### config.mk
export PLATFORM = sky130hd
export DESIGN_NAME = scanline_coverage_accumulator_top_flat
export DESIGN_NICKNAME = d
export VERILOG_FILES = /design/src/rtl/sca_pkg.sv /design/src/rtl/sca_if.sv /design/src/rtl/sca_ram.sv /design/src/rtl/scanline_coverage_accumulator_top.sv /design/src/flat_wrapper.sv
export SDC_FILE = /design/constraint.sdc
export NUM_CORES = 2
export LEC_CHECK = 0
export ABC_AREA = 1
export BUFFER_PORTS_ARGS = -buffer_cell sky130_fd_sc_hd__buf_2
export CAP_MARGIN = 20
export CORE_MARGIN = 4
export CORE_UTILIZATION = 60
export CTS_BUF_LIST = sky130_fd_sc_hd__clkbuf_16
export CTS_CLUSTER_DIAMETER = 150
export DETAILED_ROUTE_END_ITERATION = 7
export PLACE_DENSITY = 0.88
export SLEW_MARGIN = 0
export SYNTH_ARGS = -nofsm -noshare
export SYNTH_HDL_FRONTEND = slang
export SYNTH_SLANG_ARGS = --single-unit
export TNS_END_PERCENT = 10
### constraint.sdc
create_clock -name clk -period 7 [get_ports clk]
set_input_delay 1.05 -clock clk [delete_from_list [all_inputs] [get_ports clk]]
set_output_delay 1.05 -clock clk [all_outputs]
set_load 0.005 [all_outputs]
### src/rtl/sca_pkg.sv
// Shared constants and types of the scanline coverage accumulator.
package sca_pkg;

	localparam int MAX_ROW_WIDTH = 64;
	localparam int STORE_DEPTH   = MAX_ROW_WIDTH + 2;
	localparam int STORE_AW      = $clog2(STORE_DEPTH);
	localparam int DELTA_W       = 12;
	localparam int COORD_W       = 21;
	localparam int CFG_IDX_W     = 3;
	localparam int CFG_DATA_W    = 16;
	localparam int COL_W         = 6;
	localparam int ROW_W         = 16;
	localparam int ALPHA_W       = 8;
	localparam int MODE_W        = 2;

	typedef enum logic [MODE_W-1:0] {
		MODE_CROSSING = 2'd0,
		MODE_SCAN_END = 2'd1,
		MODE_FLUSH    = 2'd2,
		MODE_UNUSED   = 2'd3
	} mode_t;

	typedef enum logic [CFG_IDX_W-1:0] {
		REG_LG_X      = 3'd0,
		REG_LG_Y      = 3'd1,
		REG_EVEN_ODD  = 3'd2,
		REG_ORIGIN_X  = 3'd3,
		REG_ORIGIN_Y  = 3'd4,
		REG_ROW_WIDTH = 3'd5
	} cfg_reg_t;

endpackage

### src/rtl/sca_if.sv
// Handshake channel interfaces: input items, result items and configuration writes.
interface sca_in_if;
	logic                                     valid;
	logic                                     ready;
	logic [sca_pkg::MODE_W-1:0]               mode;
	logic signed [sca_pkg::COORD_W-1:0]       crossing_x;
	logic                                     crossing_up;
	logic signed [sca_pkg::COORD_W-1:0]       scanline_y;

	modport source (output valid, mode, crossing_x, crossing_up, scanline_y, input ready);
	modport sink (input valid, mode, crossing_x, crossing_up, scanline_y, output ready);
endinterface

interface sca_out_if;
	logic                           valid;
	logic                           ready;
	logic [sca_pkg::ALPHA_W-1:0]    alpha;
	logic [sca_pkg::COL_W-1:0]      pixel_column;
	logic [sca_pkg::ROW_W-1:0]      pixel_row;
	logic                           last_in_row;

	modport source (output valid, alpha, pixel_column, pixel_row, last_in_row, input ready);
	modport sink (input valid, alpha, pixel_column, pixel_row, last_in_row, output ready);
endinterface

interface sca_cfg_if;
	logic                             valid;
	logic                             ready;
	logic [sca_pkg::CFG_IDX_W-1:0]    index;
	logic [sca_pkg::CFG_DATA_W-1:0]   data;

	modport source (output valid, index, data, input ready);
	modport sink (input valid, index, data, output ready);
endinterface

### src/rtl/sca_ram.sv
// Generic single-port-write, single-port-read RAM with registered read data.
module sca_ram #(
	parameter int WIDTH = 12,
	parameter int DEPTH = 66
) (
	input  logic                     clk,
	input  logic                     we,
	input  logic [$clog2(DEPTH)-1:0] waddr,
	input  logic [WIDTH-1:0]         wdata,
	input  logic [$clog2(DEPTH)-1:0] raddr,
	output logic [WIDTH-1:0]         rdata
);

	logic [WIDTH-1:0] mem [DEPTH];
	logic [WIDTH-1:0] rdata_q;

	always_ff @(posedge clk) begin
		if (we) begin
			mem[waddr] <= wdata;
		end
		rdata_q <= mem[raddr];
	end

	assign rdata = rdata_q;

endmodule

### src/rtl/scanline_coverage_accumulator_top.sv
// Scanline coverage accumulator: winding tracking, span deltas and row alpha emission.
// Crossings outside the shape, words that emit nothing and mode 3 stay in idle. An inside
// crossing is clipped and made window-relative, stopping if its clipped span is empty; else it
// makes 2 or 4 delta updates, each a read-modify-write through the one read port of the delta
// store. A row emission reads, accumulates and forms the alpha of each pixel, held while the
// result side stalls. Reset (arst_n low) restores the default registers, zeroes the winding
// count and marks every delta entry empty at once through per-entry valid bits; no clear sweep.
module scanline_coverage_accumulator_top (
	input  logic       clk,
	input  logic       arst_n,
	sca_cfg_if.sink    cfg,
	sca_in_if.sink     din,
	sca_out_if.source  dout
);

	// One-hot sequencer states.
	typedef enum logic [8:0] {
		ST_IDLE  = 9'b000000001,
		ST_CLIP  = 9'b000000010,
		ST_REL   = 9'b000000100,
		ST_PLAN  = 9'b000001000,
		ST_RD    = 9'b000010000,
		ST_WR    = 9'b000100000,
		ST_E_RD  = 9'b001000000,
		ST_E_ACC = 9'b010000000,
		ST_E_OUT = 9'b100000000
	} state_t;

	localparam int AW    = sca_pkg::STORE_AW;
	localparam int DW    = sca_pkg::DELTA_W;
	localparam int XW    = sca_pkg::COORD_W + 1;   // clip arithmetic, holds right edge
	localparam int RW    = 11;                     // window-relative subpixel x, up to 1024
	localparam int ACC_W = 19;                     // prefix sum of 64 signed 12-bit deltas

	state_t state_q;

	// Configuration registers, raw as written.
	logic [2:0]  lg_x_q;
	logic [2:0]  lg_y_q;
	logic        even_odd_q;
	logic [15:0] origin_x_q;
	logic [15:0] origin_y_q;
	logic [6:0]  row_width_q;

	// Scanline state.
	logic [15:0]                       winding_q;
	logic signed [sca_pkg::COORD_W-1:0] prev_x_q;

	// Crossing datapath.
	logic signed [XW-1:0] x0_q;
	logic signed [XW-1:0] x1_q;
	logic [RW-1:0]        r0_q;
	logic [RW-1:0]        r1_q;
	logic [AW-1:0]        upd_addr_q [4];
	logic [DW-1:0]        upd_amt_q [4];
	logic [2:0]           upd_cnt_q;

	// Delta store bookkeeping.
	logic [sca_pkg::STORE_DEPTH-1:0] vld_q;
	logic                            rd_vld_q;
	logic                            ram_we;
	logic [AW-1:0]                   ram_waddr;
	logic [DW-1:0]                   ram_wdata;
	logic [AW-1:0]                   ram_raddr;
	logic [DW-1:0]                   ram_rdata;
	logic [DW-1:0]                   rd_eff;

	// Emission datapath.
	logic [sca_pkg::COL_W-1:0]   pix_q;
	logic signed [ACC_W-1:0]     acc_q;
	logic [sca_pkg::ROW_W-1:0]   row_q;

	// Result register.
	logic                        out_vld_q;
	logic [sca_pkg::ALPHA_W-1:0] out_alpha_q;
	logic [sca_pkg::COL_W-1:0]   out_col_q;
	logic [sca_pkg::ROW_W-1:0]   out_row_q;
	logic                        out_last_q;

	// Effective configuration: shifts saturate at 4, width clamps to 1..MAX_ROW_WIDTH.
	logic [2:0]           lgx;
	logic [2:0]           lgy;
	logic [6:0]           width;
	logic [3:0]           lg_sum;
	logic [8:0]           maxa;
	logic [3:0]           mask_y;
	logic signed [XW-1:0] left;
	logic signed [XW-1:0] right;
	logic [10:0]          span_w;

	assign lgx    = (lg_x_q > 3'd4) ? 3'd4 : lg_x_q;
	assign lgy    = (lg_y_q > 3'd4) ? 3'd4 : lg_y_q;
	assign width  = (row_width_q == 7'd0) ? 7'd1 :
		((row_width_q > 7'(sca_pkg::MAX_ROW_WIDTH)) ? 7'(sca_pkg::MAX_ROW_WIDTH) : row_width_q);
	assign lg_sum = {1'b0, lgx} + {1'b0, lgy};
	assign maxa   = 9'd1 << lg_sum;
	assign mask_y = 4'((5'd1 << lgy) - 5'd1);
	assign left   = {{(XW-16){origin_x_q[15]}}, origin_x_q} <<< lgx;
	assign span_w = {4'd0, width} << lgx;
	assign right  = left + $signed({{(XW-11){1'b0}}, span_w});

	// Input word decode.
	sca_pkg::mode_t in_mode;
	logic           in_shape;
	logic           on_last;
	logic           do_emit;
	logic signed [sca_pkg::COORD_W-1:0] y_shr;

	assign in_mode  = sca_pkg::mode_t'(din.mode);
	assign in_shape = even_odd_q ? winding_q[0] : (winding_q != 16'd0);
	assign on_last  = ((din.scanline_y[3:0] & mask_y) == mask_y);
	assign do_emit  = ((in_mode == sca_pkg::MODE_SCAN_END) && on_last) ||
		((in_mode == sca_pkg::MODE_FLUSH) && !on_last);
	assign y_shr    = din.scanline_y >>> lgy;

	logic din_acc;
	logic dout_take;
	logic out_free;
	logic out_load;

	assign din.ready = (state_q == ST_IDLE);
	assign din_acc   = din.valid && din.ready;
	assign dout_take = out_vld_q && dout.ready;
	assign out_free  = !out_vld_q || dout.ready;
	assign out_load  = (state_q == ST_E_OUT) && out_free;
	assign cfg.ready = 1'b1;

	// Update plan for one clipped span: either a single pixel (two entries)
	// or a start pixel pair and an end pixel pair (four entries).
	logic [RW-1:0] r1m1;
	logic [AW-1:0] px;
	logic [AW-1:0] pxl;
	logic [AW-1:0] pxe;
	logic [4:0]    sub;
	logic [3:0]    sm;
	logic [3:0]    f0;
	logic [3:0]    f1;
	logic [RW-1:0] span;
	logic          single;

	assign r1m1   = r1_q - RW'(1);
	assign px     = AW'(r0_q >> lgx);
	assign pxl    = AW'(r1m1 >> lgx);
	assign pxe    = AW'(r1_q >> lgx);
	assign sub    = 5'd1 << lgx;
	assign sm     = 4'(sub - 5'd1);
	assign f0     = r0_q[3:0] & sm;
	assign f1     = r1_q[3:0] & sm;
	assign span   = r1_q - r0_q;
	assign single = (px == pxl);

	// Store access: entries never written since the last clear read as zero.
	assign ram_raddr = (state_q == ST_E_RD) ? AW'(pix_q) : upd_addr_q[0];
	assign rd_eff    = rd_vld_q ? ram_rdata : '0;
	assign ram_we    = (state_q == ST_WR);
	assign ram_waddr = upd_addr_q[0];
	assign ram_wdata = rd_eff + upd_amt_q[0];

	sca_ram #(
		.WIDTH (DW),
		.DEPTH (sca_pkg::STORE_DEPTH)
	) u_delta_ram (
		.clk   (clk),
		.we    (ram_we),
		.waddr (ram_waddr),
		.wdata (ram_wdata),
		.raddr (ram_raddr),
		.rdata (ram_rdata)
	);

	// Alpha from the clamped prefix sum: round(c * 255 / maxa) with maxa a power of two.
	logic [8:0]  cov;
	logic [16:0] scaled;
	logic [16:0] rounded;
	logic        last_pix;

	assign cov      = acc_q[ACC_W-1] ? 9'd0 :
		((acc_q > $signed({{(ACC_W-9){1'b0}}, maxa})) ? maxa : acc_q[8:0]);
	assign scaled   = {cov, 8'd0} - {8'd0, cov};
	assign rounded  = (scaled + {8'd0, maxa >> 1}) >> lg_sum;
	assign last_pix = ({1'b0, pix_q} == (width - 7'd1));

	// Control state.
	always_ff @(posedge clk or negedge arst_n) begin
		if (!arst_n) begin
			state_q     <= ST_IDLE;
			lg_x_q      <= 3'd3;
			lg_y_q      <= 3'd3;
			even_odd_q  <= 1'b0;
			origin_x_q  <= '0;
			origin_y_q  <= '0;
			row_width_q <= 7'd64;
			winding_q   <= '0;
			prev_x_q    <= '0;
			upd_cnt_q   <= '0;
			vld_q       <= '0;
			pix_q       <= '0;
			out_vld_q   <= 1'b0;
		end else begin
			if (cfg.valid && cfg.ready) begin
				case (sca_pkg::cfg_reg_t'(cfg.index))
					sca_pkg::REG_LG_X:      lg_x_q      <= cfg.data[2:0];
					sca_pkg::REG_LG_Y:      lg_y_q      <= cfg.data[2:0];
					sca_pkg::REG_EVEN_ODD:  even_odd_q  <= cfg.data[0];
					sca_pkg::REG_ORIGIN_X:  origin_x_q  <= cfg.data;
					sca_pkg::REG_ORIGIN_Y:  origin_y_q  <= cfg.data;
					sca_pkg::REG_ROW_WIDTH: row_width_q <= cfg.data[6:0];
					default: ;
				endcase
			end

			// A new pixel word may replace the one being taken in the same cycle.
			if (out_load) begin
				out_vld_q <= 1'b1;
			end else if (dout_take) begin
				out_vld_q <= 1'b0;
			end

			case (state_q)
				ST_IDLE: begin
					if (din_acc) begin
						case (in_mode)
							sca_pkg::MODE_CROSSING: begin
								winding_q <= winding_q + (din.crossing_up ? 16'd1 : 16'hFFFF);
								prev_x_q  <= din.crossing_x;
								if (in_shape) begin
									state_q <= ST_CLIP;
								end
							end
							sca_pkg::MODE_SCAN_END, sca_pkg::MODE_FLUSH: begin
								winding_q <= '0;
								prev_x_q  <= left[sca_pkg::COORD_W-1:0];
								if (do_emit) begin
									pix_q   <= '0;
									state_q <= ST_E_RD;
								end
							end
							default: ;
						endcase
					end
				end
				ST_CLIP: state_q <= ST_REL;
				ST_REL: begin
					state_q <= (x0_q < x1_q) ? ST_PLAN : ST_IDLE;
				end
				ST_PLAN: begin
					upd_cnt_q <= single ? 3'd2 : 3'd4;
					state_q   <= ST_RD;
				end
				ST_RD: state_q <= ST_WR;
				ST_WR: begin
					vld_q[upd_addr_q[0]] <= 1'b1;
					upd_cnt_q <= upd_cnt_q - 3'd1;
					state_q   <= (upd_cnt_q == 3'd1) ? ST_IDLE : ST_RD;
				end
				ST_E_RD: state_q <= ST_E_ACC;
				ST_E_ACC: state_q <= ST_E_OUT;
				ST_E_OUT: begin
					if (out_free) begin
						if (last_pix) begin
							vld_q   <= '0;
							state_q <= ST_IDLE;
						end else begin
							pix_q   <= pix_q + sca_pkg::COL_W'(1);
							state_q <= ST_E_RD;
						end
					end
				end
				default: state_q <= ST_IDLE;
			endcase
		end
	end

	// Datapath registers.
	always_ff @(posedge clk) begin
		rd_vld_q <= vld_q[ram_raddr];

		case (state_q)
			ST_IDLE: begin
				x0_q  <= {prev_x_q[sca_pkg::COORD_W-1], prev_x_q};
				x1_q  <= {din.crossing_x[sca_pkg::COORD_W-1], din.crossing_x};
				acc_q <= '0;
				row_q <= y_shr[sca_pkg::ROW_W-1:0] - origin_y_q;
			end
			ST_CLIP: begin
				x0_q <= (x0_q > left) ? x0_q : left;
				x1_q <= (x1_q < right) ? x1_q : right;
			end
			ST_REL: begin
				r0_q <= RW'(x0_q - left);
				r1_q <= RW'(x1_q - left);
			end
			ST_PLAN: begin
				upd_addr_q[0] <= px;
				upd_addr_q[1] <= px + AW'(1);
				if (single) begin
					upd_amt_q[0] <= {1'b0, span};
					upd_amt_q[1] <= -{1'b0, span};
				end else begin
					upd_amt_q[0] <= {7'd0, sub} - {8'd0, f0};
					upd_amt_q[1] <= {8'd0, f0};
				end
				upd_addr_q[2] <= pxe;
				upd_addr_q[3] <= pxe + AW'(1);
				upd_amt_q[2]  <= -({7'd0, sub} - {8'd0, f1});
				upd_amt_q[3]  <= -{8'd0, f1};
			end
			ST_WR: begin
				upd_addr_q[0] <= upd_addr_q[1];
				upd_addr_q[1] <= upd_addr_q[2];
				upd_addr_q[2] <= upd_addr_q[3];
				upd_amt_q[0]  <= upd_amt_q[1];
				upd_amt_q[1]  <= upd_amt_q[2];
				upd_amt_q[2]  <= upd_amt_q[3];
			end
			ST_E_ACC: begin
				acc_q <= acc_q + {{(ACC_W-DW){rd_eff[DW-1]}}, rd_eff};
			end
			ST_E_OUT: begin
				if (out_free) begin
					out_alpha_q <= rounded[7:0];
					out_col_q   <= pix_q;
					out_row_q   <= row_q;
					out_last_q  <= last_pix;
				end
			end
			default: ;
		endcase
	end

	assign dout.valid        = out_vld_q;
	assign dout.alpha        = out_alpha_q;
	assign dout.pixel_column = out_col_q;
	assign dout.pixel_row    = out_row_q;
	assign dout.last_in_row  = out_last_q;

`ifndef SYNTH
	a_state_onehot: assert property (@(posedge clk) disable iff (!arst_n)
		$onehot(state_q))
		else $error("sequencer state is not one-hot");

	a_write_after_read: assert property (@(posedge clk) disable iff (!arst_n)
		(state_q == ST_WR) |-> $past(state_q == ST_RD))
		else $error("store write without a preceding read");

	a_update_pending: assert property (@(posedge clk) disable iff (!arst_n)
		(state_q == ST_RD || state_q == ST_WR) |-> (upd_cnt_q != 3'd0 && upd_cnt_q <= 3'd4))
		else $error("delta update issued with an empty update list");

	a_store_cleared: assert property (@(posedge clk) disable iff (!arst_n)
		(state_q == ST_E_OUT && out_free && last_pix) |=> (vld_q == '0))
		else $error("delta store not cleared after a row");

	a_result_from_emit: assert property (@(posedge clk) disable iff (!arst_n)
		$rose(out_vld_q) |-> $past(state_q == ST_E_OUT))
		else $error("result word loaded outside row emission");
`endif

endmodule

### src/flat_wrapper.sv
// flat-port wrapper written by rule: the top's interface ports become plain ports
module scanline_coverage_accumulator_top_flat 
  (clk, arst_n, cfg_valid, cfg_index, cfg_data, cfg_ready, din_valid, din_mode, din_crossing_x, din_crossing_up, din_scanline_y, din_ready, dout_valid, dout_alpha, dout_pixel_column, dout_pixel_row, dout_last_in_row, dout_ready);
  sca_cfg_if cfg_i ();
  sca_in_if din_i ();
  sca_out_if dout_i ();
  input  logic clk;
  input  logic arst_n;
  input wire logic [$bits(cfg_i.valid)-1:0] cfg_valid;
  input wire logic [$bits(cfg_i.index)-1:0] cfg_index;
  input wire logic [$bits(cfg_i.data)-1:0] cfg_data;
  output wire logic [$bits(cfg_i.ready)-1:0] cfg_ready;
  input wire logic [$bits(din_i.valid)-1:0] din_valid;
  input wire logic [$bits(din_i.mode)-1:0] din_mode;
  input wire logic [$bits(din_i.crossing_x)-1:0] din_crossing_x;
  input wire logic [$bits(din_i.crossing_up)-1:0] din_crossing_up;
  input wire logic [$bits(din_i.scanline_y)-1:0] din_scanline_y;
  output wire logic [$bits(din_i.ready)-1:0] din_ready;
  output wire logic [$bits(dout_i.valid)-1:0] dout_valid;
  output wire logic [$bits(dout_i.alpha)-1:0] dout_alpha;
  output wire logic [$bits(dout_i.pixel_column)-1:0] dout_pixel_column;
  output wire logic [$bits(dout_i.pixel_row)-1:0] dout_pixel_row;
  output wire logic [$bits(dout_i.last_in_row)-1:0] dout_last_in_row;
  input wire logic [$bits(dout_i.ready)-1:0] dout_ready;
  assign cfg_i.valid = cfg_valid;
  assign cfg_i.index = cfg_index;
  assign cfg_i.data = cfg_data;
  assign cfg_ready = cfg_i.ready;
  assign din_i.valid = din_valid;
  assign din_i.mode = din_mode;
  assign din_i.crossing_x = din_crossing_x;
  assign din_i.crossing_up = din_crossing_up;
  assign din_i.scanline_y = din_scanline_y;
  assign din_ready = din_i.ready;
  assign dout_valid = dout_i.valid;
  assign dout_alpha = dout_i.alpha;
  assign dout_pixel_column = dout_i.pixel_column;
  assign dout_pixel_row = dout_i.pixel_row;
  assign dout_last_in_row = dout_i.last_in_row;
  assign dout_i.ready = dout_ready;
  scanline_coverage_accumulator_top u_core (.clk(clk), .arst_n(arst_n), .cfg(cfg_i), .din(din_i), .dout(dout_i));
endmodule
==> flow_metrics.env <==
export IMPL_status="finished clean"
export IMPL_final_util_pct=66.63
export IMPL_clock_sinks=1175
export IMPL_m1WireLength_um=56670
export IMPL_htree_levels=3
export IMPL_synth_top_family_by_area="simple AND/OR/NAND/NOR gates"
export IMPL_syn_to_final_growth_pct=9.641
export IMPL_path_class="reg -> reg"
export IMPL_first_iter_violations=6408
export IMPL_grt_pass1_vias=44860
export IMPL_ys_types=69
export IMPL_hold_viol=0
export IMPL_slew_violations=0
export IMPL_synth_warnings=0
export IMPL_place_congestion=0.9576
export IMPL_synth_area_per_cell_um2=9.846
export IMPL_drcViolationCount=0
export IMPL_avgRoutedWirePerCell_um=21.04
export IMPL_cts_root_buffer="clkbuf_16"
export IMPL_post_cts_buffers=0
export IMPL_ys_flop_type="edfxtp_1"
export IMPL_dpl_hpwl_um=97170
export IMPL_synth_seq_cells=1175
export IMPL_coreArea_um2=97140
export IMPL_max_cap_viol_count=0
export IMPL_worst_pin_slew_ps=1152
export IMPL_syn_nets=6269
export IMPL_grt_usage_pct=29.42
export IMPL_via_per_inst=6.228
export IMPL_synthAdderAreaFrac_pct=4.451
export IMPL_power_density_nw_per_um2=348.6
export IMPL_min_period_ps=6273
export IMPL_vias=46110
export IMPL_finalPower_mw=22.56
export IMPL_ir_drop_mv=0.2735
export IMPL_syn_cell_area_um2=59030
export IMPL_grt_overflow=0
export IMPL_io_buffers=100
export IMPL_firstDrtPassIters=7
export IMPL_relSlewSlack_pct=22.94
export IMPL_num_io_pins=103
export IMPL_finish_net_count=6299
export IMPL_drive_gt1_share_pct=9.190
export IMPL_rsz0062_at_grt="false"
export IMPL_yosys_area_share_simple_pct=16.55
export IMPL_endpoint_kind="register"
export IMPL_final_antenna_net_count=0
export IMPL_hold_slack_ps=191.8
export IMPL_clk_latency_ps=730
export IMPL_crit_arrival_ps=6690
export IMPL_synth_compound_area_share_pct=13.05
export IMPL_fmax_mhz=159.4
export IMPL_cp_slowest_cell="fa_1"
export IMPL_antenna_found_initial=6
export IMPL_start_kind="register"
export IMPL_leakage_nw=25.63
export IMPL_initial_core_util_pct=60.77
export IMPL_cts_buffers=114
export IMPL_cts_tree="done"
export IMPL_fp_dieH_um=321.7
export IMPL_wl_met2_um=74920
export IMPL_async_flop_share_pct=14.30
export IMPL_clockBufferDepth=3
export IMPL_grt_pass1_wl_um=241100
export IMPL_cts_hold_buf=0
export IMPL_maxUsedRoutingLayer="met4"
export IMPL_met3_length_um=15840
export IMPL_required_ps=7420
export IMPL_hold_path_class="in -> async"
export IMPL_synth_xor_area_share_pct=1.736
export IMPL_min_period_over_period_pct=89.62
export IMPL_synthCells=5996
export IMPL_muxShareOfSynthArea_pct=0.06782
export IMPL_crit_path_max_fanout=15
export IMPL_cts_clk_slew_worst_paths_ps=60
export IMPL_ys_seq_area_share_pct=58.14
export IMPL_crit_path_frequent_cell="nand2_1"
export IMPL_cpPeakStageDelay_ps=610
export IMPL_setup_tns_ps=0
export IMPL_fin_skew_ps=55.86
export IMPL_synth_edf_count=994
export IMPL_setup_viol=0
export IMPL_drt_total_wl_um=155800
export IMPL_rows=114
export IMPL_die_w_um=321.7
export IMPL_cts_resized=0
export IMPL_die_area_um2=103500
export IMPL_grt_max_degree=201
## sequential cells by signal, indices dropped and copies added, names as in the netlist, 6 cells and up
signal                    flops
u_core.acc_q                 19
u_core.dout.alpha             8
u_core.dout.pixel_column      6
u_core.dout.pixel_row        16
u_core.origin_x_q            16
u_core.origin_y_q            16
u_core.pix_q                  6
u_core.prev_x_q              21
u_core.r0_q                  11
u_core.r1_q                  11
u_core.row_q                 16
u_core.row_width_q            7
u_core.state_q                9
u_core.u_delta_ram.mem      792
u_core.u_delta_ram.rdata     12
u_core.upd_addr_q            28
u_core.upd_amt_q             42
u_core.vld_q                 66
u_core.winding_q             16
u_core.x0_q                  22
u_core.x1_q                  22
## kinds of logic after synthesis
| kind of cell | Yosys count |
|---|---|
| AO/OA/AOI/OAI | 1353 |
| XOR/XNOR | 117 |
| adder cells (fa/ha/maj) | 204 |
| buffers and inverters | 847 |
| flip-flops | 1175 |
| multiplexers | 4 |
| other | 1 |
| AND/OR/NAND/NOR | 2295 |
## worst paths after layout
| check | from | end | slack, ps | cells after the start |
|---|---|---|---|---|
| max reg2reg | u_core.lg_y_q[1]$_DFFE_PN1P_ | u_core.dout.alpha[2]$_DFFE_PP_ | 730 | 40 |
| min | arst_n | u_core.origin_y_q[13]$_DFFE_PN0P_ | 190 | 1 |
| min in group clk | u_core.row_q[5]$_DFFE_PP_ | u_core.dout.pixel_row[5]$_DFFE_PP_ | 420 | 0 |
| max in group asynchronous | arst_n | u_core.vld_q[49]$_DFFE_PN0P_ | 5610 | 2 |
| min reg2reg | u_core.row_q[5]$_DFFE_PP_ | u_core.dout.pixel_row[5]$_DFFE_PP_ | 420 | 0 |
| max | u_core.lg_y_q[1]$_DFFE_PN1P_ | u_core.dout.alpha[2]$_DFFE_PP_ | 730 | 40 |
## layer usage
layer	vias up	GRT usage [%]
met3	525	4.763
met2	2911	48.69
met5	-	0
met4	0	15.03
met1	21730	37.87
li1	20950	-
## Yosys cell counts, drive strengths merged, types with 10 or more instances
cell / number / share of area, %
nand4: 37 / 0.39
nor2: 467 / 3.0
o211ai: 113 / 1.4
ha: 194 / 4.1
nand3: 436 / 3.7
o22ai: 89 / 0.94
o21bai: 63 / 0.80
a21oi: 198 / 1.7
inv: 549 / 3.5
o21ai: 786 / 6.8
clkbuf: 134 / 0.86
o221ai: 10 / 0.16
xnor2: 33 / 0.49
dfxtp: 13 / 0.44
o2bb2ai: 10 / 0.15
xor2: 84 / 1.2
o31ai: 17 / 0.22
nor3: 94 / 0.81
dfrtp: 162 / 6.9
or2: 91 / 0.96
buf: 160 / 1.6
fa: 10 / 0.34
nand2: 1146 / 7.3
edfxtp: 994 / 51
nor4: 13 / 0.16
a31oi: 11 / 0.12
a211oi: 10 / 0.13
## stage by stage
| stage | cells | setup WS (ps) | area (um^2) |
|---|---|---|---|
| final | 7404 | 726.9 | 64730 |
| after global routing | 7404 | 74.63 | 64730 |
| after CTS | 7383 | 545.8 | 64500 |
| after detailed placement | 7167 | 569.6 | 60790 |
| after global placement | 7162 | 623.1 | 60750 |
| after floorplan | 5996 | 785.0 | 59030 |
## layout make-up
type / count / area, um^2
sequential: 1175 / 34320
fill: 6873 / 32410
multi-input combinational: 3974 / 21530
clock buffer: 117 / 2928
inverter: 553 / 2096
tap: 1276 / 1597
timing repair buffer: 208 / 1470
clock inverter: 99 / 779.5
antenna: 2 / 5.005
## where the power goes
part	switching, mW	internal [mW]
sequential	0.333	8.66
clock	2.67	3.37
combinational	5.12	2.40
total	8.12	14.4
## cell usage in the layout, fill, tap and decap left out, types with 8 or more instances in the layout
| cell type | count |
|---|---|
| nand2_1 | 1138 |
| edfxtp_1 | 994 |
| o21ai_0 | 713 |
| inv_1 | 556 |
| nor2_1 | 457 |
| nand3_1 | 430 |
| a21oi_1 | 198 |
| ha_1 | 192 |
| dfrtp_1 | 162 |
| clkbuf_16 | 117 |
| o211ai_1 | 113 |
| buf_2 | 99 |
| o22ai_1 | 89 |
| buf_4 | 88 |
| or2_2 | 86 |
| xor2_1 | 75 |
| o21ai_1 | 66 |
| o21bai_1 | 63 |
| nor3_1 | 62 |
| nand4_1 | 37 |
| clkinv_1 | 33 |
| xnor2_1 | 32 |
| nor3_2 | 32 |
| inv_2 | 19 |
| clkinv_2 | 19 |
| o31ai_1 | 17 |
| buf_6 | 13 |
| dfxtp_1 | 13 |
| nor4_1 | 12 |
| a31oi_1 | 11 |
| a211oi_1 | 10 |
| o2bb2ai_1 | 10 |
| fa_1 | 10 |
| o221ai_1 | 9 |
| xor2_4 | 9 |
| bufinv_16 | 9 |
| o21a_1 | 8 |
| a21o_1 | 8 |
## worst max-delay path, delay by kind of cell, from the launching register on
kind                       cells  cell delay (ps)
AOI/OAI and AO/OA              2              780
adders and majority gates      4             1440
and+or+nand+nor               22             2320
buffers and inverters         12             1060
DFF                            1              420
Power figures use the tool's default switching activity.
